**src/hw/rtl/avkf_mul.sv**
```systemverilog
`default_nettype none
// ----------------------------------------------------------------------------
// avkf_mul
// Shared signed multiplier with a registered product.
// ----------------------------------------------------------------------------
module avkf_mul #(
    parameter int W = 33
) (
    input  wire logic                  clk,
    input  wire logic signed [W-1:0]   a,
    input  wire logic signed [W-1:0]   b,
    output logic signed [2*W-1:0]      prod_reg
);

    always_ff @(posedge clk)
    begin
        prod_reg <= a * b;
    end

endmodule
`default_nettype wire

```
**config.mk**
```make
export PLATFORM = sky130hd
export DESIGN_NAME = avkf_mul
export DESIGN_NICKNAME = d
export VERILOG_FILES = /design/src/hw/rtl/avkf_mul.sv
export SDC_FILE = /design/constraint.sdc
export NUM_CORES = 2
export LEC_CHECK = 0
export ABC_CLOCK_PERIOD_IN_PS = 8200
export BUFFER_PORTS_ARGS = -buffer_cell sky130_fd_sc_hd__buf_2
export CAP_MARGIN = 20
export CORE_MARGIN = 4
export CORE_UTILIZATION = 31
export CTS_BUF_LIST = sky130_fd_sc_hd__clkbuf_8
export CTS_CLUSTER_DIAMETER = 120
export CTS_CLUSTER_SIZE = 8
export DETAILED_ROUTE_END_ITERATION = 16
export PLACE_DENSITY = 0.57
export SLEW_MARGIN = 20
export SYNTH_ARGS = -nofsm -noshare
export SYNTH_HDL_FRONTEND = slang
export SYNTH_SLANG_ARGS = --single-unit
export TNS_END_PERCENT = 1
```
**constraint.sdc**
```tcl
create_clock -name clk -period 8.2 [get_ports clk]
set_clock_uncertainty 0.15 [all_clocks]
set_input_delay 1.23 -clock clk [delete_from_list [all_inputs] [get_ports clk]]
set_output_delay 1.23 -clock clk [all_outputs]
set_load 0.02 [all_outputs]
```
==> metrics.csv <==
stage,metric,value,unit
critical_path,Worst path slowest cell,fa_1,
grt,gr ovfl total,0,
synthesis,Yosys warnings,0,
die,Core ar.,130000,um^2
cells_and_area,"most common cell after layout, fill and taps aside",fa_1,
clock_tree,H-Tree Level Count,3,
critical_path,crit path kind,in -> reg,
synthesis,ys async rst share,0,
grt,largest net degree at the start of global routing,29,
timing,unrepaired setup endpoints after global routing,yes,
synthesis,Synth Flop Type,dfxtp_1,
clock_tree,Num CTS Buffers,9,
critical_path,data arrival time of the critical path,8310,ps
critical_path,Crit path depth,27,
drt,DRT antenna net count,0,
timing,endpoints failing setup,0,
drt,vias,29148,
clock_tree,"CTS clk-pin slew, worst paths",100,ps
synthesis,number of enable flip-flop cells after synthesis,0,
die,die width,370.5,um
grt,antenna violations before repair,11,
cells_and_area,Final Util,0.3636,
die,Core Rows,132,
critical_path,CP Buf/Inv Count,10,
outcome,status,completed,
drt,starting DRC count in detailed routing,1375,
timing,fin crit share,0.9825,
timing,final slew viol count,0,
synthesis,"flops & latches, synth",66,
drt,Initial DRT Pass Iterations,5,
drt,drt drc,0,
drt,Via-to-Cell Ratio,4.514,
die,Die Area,137300,um^2
die,initial core utilization,0.3134,
critical_path,Worst Setup SP,b[1],
synthesis,Synth Cell Area,40730,um^2
clock_tree,clk root buf,clkbuf_8,
clock_tree,CTS Buffer Depth,2,
timing,relative max-transition margin,0.5248,
timing,Tmin final,8056,ps
synthesis,Synth Net Count,5767,
cells_and_area,Syn-to-layout area delta,16.03,%
critical_path,Setup crit end,prod_reg[58],
timing,worst-margin pin slew,712.8,ps
cells_and_area,# fillers,13301,
cells_and_area,fin nets,6131,
cells_and_area,fin cells,6457,
grt,vias in the first global route,32275,
critical_path,CP max FO,20,
min_path,Hold/Removal Path Class,in -> reg,
critical_path,cell family with most CP delay,adder cells,
timing,Max Fclk,0.1241,GHz
critical_path,crit end category,register,
critical_path,element type at the critical path start,input port,
place,GP Congestion,0.8560,
cells_and_area,share of layout cells above drive strength 1,0.1468,
run,Max Cap Viol,0,
clock_tree,clock sinks,66,
critical_path,"most used cell, CP",fa_1,
drt,drt wl/cell,17.37,um
clock_tree,CTS tree,done,
timing,Final Hold Viols,0,
min_path,worst hold start,b[0],
grt,first-pass GRT wire length,183600,um
critical_path,data required time of the worst path,8460,ps
synthesis,sequential cell area fraction in the yosys report,0.03244,
timing,post-route setup TNS,0,ps
cells_and_area,cell area after layout,47260,um^2
grt,gr usage total,0.1724,
cells_and_area,most frequent cells in the layout,"fa_1, inv_1, and2_1",
synthesis,Post-Synthesis Cells,4338,
place,placed cell area,46400,um^2
synthesis,syn_area_per_cell,9.390,um^2
critical_path,critical path's largest stage delay,560,ps
synthesis,Unique masters post-synth,80,
drt,WL final,112200,um
die,num ports,133,
place,DP HPWL,101500,um
cells_and_area,max reg flops,66,
place,placed cells,6426,
die,DIE HEIGHT,370.5,um
place,IO Port Bufs,132,
-- cell families (layout without fill, tap and decap cells) --
group / Yosys count / after routing / synth area share
other cells: 0 / 8 / 0
simple gates: 1271 / 1271 / 0.1578
compound gates: 219 / 219 / 0.04067
xor+xnor: 68 / 68 / 0.01462
fa+ha+maj: 1362 / 1362 / 0.6294
buf+inv: 1352 / 1721 / 0.1251
flops: 66 / 66 / 0.03244
-- synthesized netlist by cell type (4+ instances only) --
library cell,n,share of area
a211o_1,6,0.0013
a211oi_1,7,0.0013
a21o_1,36,0.0066
a21oi_1,57,0.0070
a31oi_1,8,0.0012
and2_1,562,0.086
and3_1,5,0.00077
and4_1,5,0.0011
buf_2,11,0.0014
clkbuf_1,208,0.019
dfxtp_1,66,0.032
fa_1,1145,0.56
ha_1,217,0.067
inv_1,1131,0.10
nand2_1,551,0.051
nand2b_1,12,0.0018
nand3_1,25,0.0031
nand4_1,11,0.0017
nor2_1,68,0.0063
nor2b_1,5,0.00077
nor3_1,7,0.00086
o211ai_1,4,0.00074
o21a_1,6,0.0011
o21ai_0,25,0.0031
o21ai_1,6,0.00074
o21bai_1,11,0.0020
xnor2_1,43,0.0092
xor2_1,25,0.0054
-- per-stage QoR --
step / setup WS (ps) / hold slack (ps)
2_1_floorplan: 8.107 / 1207
3_3_place_gp: -888.4 / 1498
3_5_place_dp: -915.2 / 1496
4_1_cts: -6.533 / 1091
5_1_grt: -57.65 / 1132
6_report: 143.7 / 1168
-- layout make-up --
| type | count | area (um^2) | share of cell area |
|---|---|---|---|
| timing repair buffer | 574 | 4591 | 0.09713 |
| inverter | 1131 | 4249 | 0.08990 |
| tap | 1742 | 2180 | 0.04612 |
| sequential | 66 | 1321 | 0.02796 |
| antenna | 8 | 20.02 | 0.0004236 |
| clock inverter | 6 | 90.09 | 0.001906 |
| multi-input combinational | 2920 | 34670 | 0.7337 |
| clock buffer | 10 | 137.6 | 0.002912 |
-- per-layer routing --
metal | global-route usage | up-vias | part of all wire
li1 | - | 13075 | -
met1 | 0.2288 | 15432 | 0.43
met2 | 0.3017 | 532 | 0.51
met3 | 0.02132 | 105 | 0.042
met4 | 0.03773 | 4 | 0.021
met5 | 0 | - | 0.00016
-- how the worst min path moves through the flow --
stage | end | slack (ps) | depth (start not counted)
floorplan | prod_reg[0] | 1210 | 1
global placement | prod_reg[9] | 1500 | 1
detailed placement | prod_reg[51] | 1500 | 1
CTS | prod_reg[0] | 1090 | 3
global route | prod_reg[0] | 1130 | 3
finish | prod_reg[0] | 1170 | 3
-- tightest hold or removal path: stages --
cell and delay [ps]:
buf_4 190, buf_6 190, and2_1 150
-- repair_timing --
action / in CTS / in global routing
pin swaps: 2 / 28
setup buffers: 0 / 7
setup endpoints to repair: 17 / 30
hold buffers: 0 / 0
gates cloned: 0 / 0
resized for setup: 19 / 131
Power is left out: the tool's default activity adds up to more than one toggle a clock period on the data nets, which glitch-free logic cannot reach.
