$ cat config.mk
export PLATFORM = sky130hd
export DESIGN_NAME = avkf_div
export DESIGN_NICKNAME = d
export VERILOG_FILES = /design/src/hw/rtl/avkf_div.sv
export SDC_FILE = /design/constraint.sdc
export NUM_CORES = 1
export LEC_CHECK = 0
export BUFFER_PORTS_ARGS = -buffer_cell sky130_fd_sc_hd__buf_2
export CELL_PAD_IN_SITES_DETAIL_PLACEMENT = 0
export CELL_PAD_IN_SITES_GLOBAL_PLACEMENT = 2
export CORE_MARGIN = 1
export CORE_UTILIZATION = 39
export CTS_CLUSTER_DIAMETER = 100
export DETAILED_ROUTE_END_ITERATION = 10
export PLACE_DENSITY_LB_ADDON = 0.1
export SETUP_SLACK_MARGIN = 0.15
export SKIP_LAST_GASP = 1
export SYNTH_ARGS = -nofsm -noshare
export SYNTH_HDL_FRONTEND = slang
export SYNTH_SLANG_ARGS = --single-unit
$ cat constraint.sdc
create_clock -name clk -period 6.1 [get_ports clk]
set_clock_uncertainty 0.2 [all_clocks]
set_input_delay 1.22 -clock clk [delete_from_list [all_inputs] [get_ports clk]]
set_output_delay 1.22 -clock clk [all_outputs]
set_load 0.005 [all_outputs]
$ cat src/hw/rtl/avkf_div.sv
`default_nettype none
// ----------------------------------------------------------------------------
// avkf_div
// Bit-serial restoring divider for the gains: (num * 2^FRAC_BITS) / den,
// truncated toward zero, one quotient bit per cycle.
// ----------------------------------------------------------------------------
module avkf_div #(
    parameter int FRAC_BITS = 16
) (
    input  wire logic                       clk,
    input  wire logic                       rst_n,
    input  wire logic                       start,
    input  wire logic signed [31:0]         num,
    input  wire logic [32:0]                den,
    output logic                            done_reg,
    output logic signed [32+FRAC_BITS:0]    quot
);

    localparam int NUMW  = 32 + FRAC_BITS;
    localparam int CNT_W = $clog2(NUMW + 1);

    logic [NUMW-1:0]  quo_reg;
    logic [32:0]      rem_reg;
    logic [32:0]      den_reg;
    logic             neg_reg;
    logic             busy_reg;
    logic [CNT_W-1:0] cnt_reg;
    logic [33:0]      rem_sh;
    logic [33:0]      rem_diff;
    logic [31:0]      num_mag;

    assign num_mag  = num[31] ? 32'(-num) : 32'(num);
    assign rem_sh   = {rem_reg, quo_reg[NUMW-1]};
    assign rem_diff = rem_sh - {1'b0, den_reg};
    assign quot     = neg_reg ? -$signed({1'b0, quo_reg}) : $signed({1'b0, quo_reg});

    always_ff @(posedge clk or negedge rst_n)
    begin
        if (!rst_n) begin
            busy_reg <= 1'b0;
            done_reg <= 1'b0;
            cnt_reg  <= '0;
        end
        else begin
            done_reg <= 1'b0;
            if (start) begin
                busy_reg <= 1'b1;
                cnt_reg  <= CNT_W'(NUMW);
            end
            else if (busy_reg) begin
                cnt_reg <= cnt_reg - 1'b1;
                if (cnt_reg == CNT_W'(1)) begin
                    busy_reg <= 1'b0;
                    done_reg <= 1'b1;
                end
            end
        end
    end

    always_ff @(posedge clk)
    begin
        if (start) begin
            quo_reg <= {num_mag, {FRAC_BITS{1'b0}}};
            rem_reg <= '0;
            den_reg <= den;
            neg_reg <= num[31];
        end
        else if (busy_reg) begin
            if (!rem_diff[33]) begin
                rem_reg <= rem_diff[32:0];
                quo_reg <= {quo_reg[NUMW-2:0], 1'b1};
            end
            else begin
                rem_reg <= rem_sh[32:0];
                quo_reg <= {quo_reg[NUMW-2:0], 1'b0};
            end
        end
    end

endmodule
`default_nettype wire

==> impl_metrics.xml <==
<?xml version="1.0" encoding="UTF-8"?>
<metrics>
  <group name="run_status">
    <metric name="status" unit="">complete, no violations</metric>
  </group>
  <group name="die">
    <metric name="placeableCoreArea" unit="um^2">21200</metric>
    <metric name="dieHeight" unit="um">149</metric>
    <metric name="io-pin-count" unit="">118</metric>
    <metric name="num_rows" unit="">53</metric>
    <metric name="start_util" unit="%">40.0</metric>
    <metric name="area_enclosed_by_the_die_boundary" unit="um^2">22300</metric>
    <metric name="die_width" unit="um">149</metric>
  </group>
  <group name="global_route">
    <metric name="grt_start_max_net_pins" unit="">85</metric>
    <metric name="number_of_global_route_vias_before_repair" unit="">7080</metric>
    <metric name="antenna_violations_before_repair" unit="">0</metric>
    <metric name="groute.usage.overall" unit="%">21.1</metric>
    <metric name="global_route.overflow_total" unit="">0</metric>
    <metric name="grt_pass1_wl" unit="um">37000</metric>
  </group>
  <group name="power_and_ir_drop">
    <metric name="p_leak" unit="nW">4.20</metric>
    <metric name="p_switching" unit="mW">1.39</metric>
    <metric name="power_density" unit="nW/um^2">367</metric>
    <metric name="power_frac_comb" unit="%">41.9</metric>
    <metric name="share_clk_of_total_power" unit="%">25.9</metric>
    <metric name="cellInternalPower" unit="mW">2.21</metric>
    <metric name="power.share.switching" unit="%">38.6</metric>
    <metric name="ir_worst_vdd" unit="V">0.000185</metric>
    <metric name="pwr-share-seq" unit="%">32.1</metric>
  </group>
  <group name="critical_path">
    <metric name="cp.arrival" unit="ns">3.26</metric>
    <metric name="worstPathCellList" unit="">or3_1 &gt; or4_1 &gt; nor2_2 &gt; nand3_2 &gt; nor2b_2 &gt; nand3_2 &gt; o41ai_2 &gt; xnor2_1 &gt; buf_2</metric>
    <metric name="critical-path-max-stage-delay" unit="ns">0.49</metric>
    <metric name="crit_path_max_fanout" unit="">7</metric>
    <metric name="setup.worst_path.end_class" unit="">primary output</metric>
    <metric name="r2r_slack" unit="ns">2.22</metric>
    <metric name="worstPathBufferInverterCount" unit="">1</metric>
    <metric name="worstSetupStartpointType" unit="">flop</metric>
    <metric name="critical-path-top-delay-family" unit="">simple AND/OR/NAND/NOR gates</metric>
    <metric name="timing.setup.critical_path_class" unit="">flop to primary output</metric>
    <metric name="critPathRequiredTime" unit="ns">4.68</metric>
    <metric name="crit_path_frequent_cell" unit="">nand3_2</metric>
    <metric name="worst_path_max_delay_cell" unit="">or4_1</metric>
  </group>
  <group name="finish">
    <metric name="largest_register_ffs" unit="">48</metric>
    <metric name="final_net_count" unit="">1160</metric>
    <metric name="areaGrowthSynthToFinish" unit="%">15.8</metric>
    <metric name="filler_cell_count" unit="">2120</metric>
    <metric name="drive_gt1_share" unit="%">17.3</metric>
    <metric name="stdcell_count" unit="">1342</metric>
    <metric name="antennaDiodeCount" unit="">0</metric>
    <metric name="utilization" unit="%">46.3</metric>
  </group>
  <group name="placement">
    <metric name="place.gp.congestion" unit="">0.801</metric>
    <metric name="numPlacedInstances" unit="">1310</metric>
    <metric name="place.port_buffers" unit="">117</metric>
    <metric name="detailed_place_hpwl" unit="um">16200</metric>
  </group>
  <group name="cts">
    <metric name="clkSlewWorstSetupHoldPaths" unit="ns">0.06</metric>
    <metric name="cts_tree" unit="">done</metric>
    <metric name="cts_num_sinks" unit="">123</metric>
    <metric name="cts-htree-levels" unit="">4</metric>
    <metric name="ctsRootBufferMaster" unit="">clkbuf_16</metric>
    <metric name="post-cts-setup-buffer-count" unit="">0</metric>
    <metric name="clockBufferDepth" unit="">2</metric>
    <metric name="cts_hold_buf" unit="">0</metric>
    <metric name="cts_resized" unit="">0</metric>
    <metric name="cts_made_buffers" unit="">17</metric>
    <metric name="clkLatencyLatePin" unit="ns">0.42</metric>
  </group>
  <group name="sta">
    <metric name="finalSetupViolCount" unit="">0</metric>
    <metric name="post-route-min-period" unit="ns">4.68</metric>
    <metric name="finalMaxSlewViolations" unit="">0</metric>
    <metric name="unrepaired_setup_endpoints_after_global_routing" unit="">false</metric>
    <metric name="finalHoldViolations" unit="">0</metric>
    <metric name="setup-tns-final" unit="ns">0</metric>
    <metric name="worst_pin_slew" unit="ns">0.962</metric>
    <metric name="maxSlewHeadroom" unit="%">35.9</metric>
    <metric name="highest_clock_rate" unit="MHz">214</metric>
    <metric name="layout_worst_path_cycle_share" unit="%">76.8</metric>
  </group>
  <group name="logic_synthesis">
    <metric name="synth_cells" unit="">954</metric>
    <metric name="post_synth.cell_area_avg" unit="um^2">8.87</metric>
    <metric name="synth.most_common_cell" unit="">nand2_1</metric>
    <metric name="syn-num-nets" unit="">1060</metric>
    <metric name="ys_top_cells_by_count" unit="">94 x nand2_1, 81 x nor2_1, 72 x o21ai_0, 66 x edfxtp_1, 61 x xnor2_1</metric>
    <metric name="synth_top_cells_by_area" unit="">edfxtp_1 23%, dfxtp_1 12%, xnor2_1 6.3%, ha_1 5.5%, o21ai_0 4.3%</metric>
    <metric name="synth_edf_count" unit="">66</metric>
    <metric name="count_of_synthesis_stage_warnings_from_yosys" unit="">0</metric>
    <metric name="post_synth_num_cell_types" unit="">82</metric>
    <metric name="yosysTopAreaCell" unit="">edfxtp_1</metric>
    <metric name="ys_seq_area_share" unit="%">37.4</metric>
    <metric name="postSynth.asyncResetShare" unit="%">6.50</metric>
    <metric name="netlist_area_before_placement" unit="um^2">8460</metric>
    <metric name="post-synth-top-area-fraction" unit="%">23.4</metric>
    <metric name="register_bit_count_reported_by_yosys" unit="">123</metric>
    <metric name="synth_ff_type" unit="">edfxtp_1</metric>
  </group>
  <group name="detailed_routing">
    <metric name="final_antenna_net_count" unit="">0</metric>
    <metric name="drt_pass1_iterations" unit="">7</metric>
    <metric name="drc_errors" unit="">0</metric>
    <metric name="drt_iter0_drc" unit="">473</metric>
    <metric name="vias_per_cell" unit="">5.51</metric>
    <metric name="vias" unit="">7388</metric>
    <metric name="postRouteWirelength" unit="um">22700</metric>
    <metric name="detail_route.wl_per_cell" unit="um">16.9</metric>
  </group>
  <group name="run">
    <metric name="drv.max_cap_violation_count" unit="">0</metric>
  </group>
  <group name="hold_path">
    <metric name="timing.hold.worst.class" unit="">flop to flop</metric>
  </group>
</metrics>
## metrics by stage
stage          hold WS (ns)  total power, mW  setup WS (ns)  cell area, um^2
6_report              0.302             3.60           1.42             9800
5_1_grt               0.323             3.85           1.23             9800
4_1_cts               0.307             3.63           1.40             9800
3_5_place_dp          0.297             2.67           1.88             9260
3_3_place_gp          0.298             2.68           1.93             9260
2_1_floorplan         0.261             2.25           2.32             8460
## cell usage in the layout (no fill, tap or decap), types with 21 or more instances in the layout
| cell | n |
|---|---|
| o31ai_1 | 26 |
| xor2_1 | 36 |
| o21ai_0 | 72 |
| xnor2_1 | 61 |
| ha_1 | 37 |
| edfxtp_1 | 66 |
| nand3_1 | 38 |
| nor2_1 | 80 |
| a311oi_1 | 29 |
| dfxtp_1 | 49 |
| o21ai_1 | 21 |
| inv_1 | 53 |
| buf_2 | 116 |
| nand2_1 | 94 |
| a21oi_1 | 31 |
## cell families after synthesis
logic type / synth area share, %
mux: 2.14
buf+inv: 4.82
flops: 37.4
simple gates: 17.8
xor+xnor: 10.0
fa+ha+maj: 5.71
compound gates: 22.1
## final timing paths
| check | start | to | depth (start not counted) |
|---|---|---|---|
| setup / recovery | quo_reg[19] | quot[41] | 9 |
| hold / removal | rem_reg[9] | rem_reg[9] | 2 |
| setup reg to reg | quo_reg[47] | rem_reg[0] | 11 |
| hold reg to reg | rem_reg[9] | rem_reg[9] | 2 |
| max in group asynchronous | rst_n | busy_reg | 1 |
| min in group asynchronous | rst_n | done_reg | 1 |
## metal layers
| layer | routed length [um] | vias to the layer above | track usage [%] |
|---|---|---|---|
| met1 | 11500 | 3504 | 29.9 |
| met3 | 920 | 14 | 4.56 |
| met4 | 193 | 0 | 4.69 |
| met2 | 10100 | 154 | 32.7 |
| li1 | - | 3716 | - |
| met5 | 0 | - | 0 |
## final cells by class
cell class                      instances  area (um^2)  area share, %
Clock inverter                         11         66.3          0.677
Timing Repair Buffer                  127          663           6.77
Multi-Input combinational cell        732         4890           49.9
Tap cell                              275          344           3.51
Inverter                               53          199           2.03
Clock buffer                           21          470           4.80
Sequential cell                       123         3160           32.3
## power groups by stage
stage	clock, mW	sequential, mW	combinational (mW)
after floorplan	0	1.13	1.12
after global placement	0	1.17	1.51
after detailed placement	0	1.17	1.50
after CTS	0.958	1.15	1.51
after global routing	0.992	1.18	1.68
final	0.933	1.15	1.51
## worst min-delay path, cell delays in order (launching register included)
cell and delay, ns:
dfxtp_1 0.32, nor2_1 0.08, a311oi_1 0.05
No activity file was read; power rests on OpenSTA's default activity.
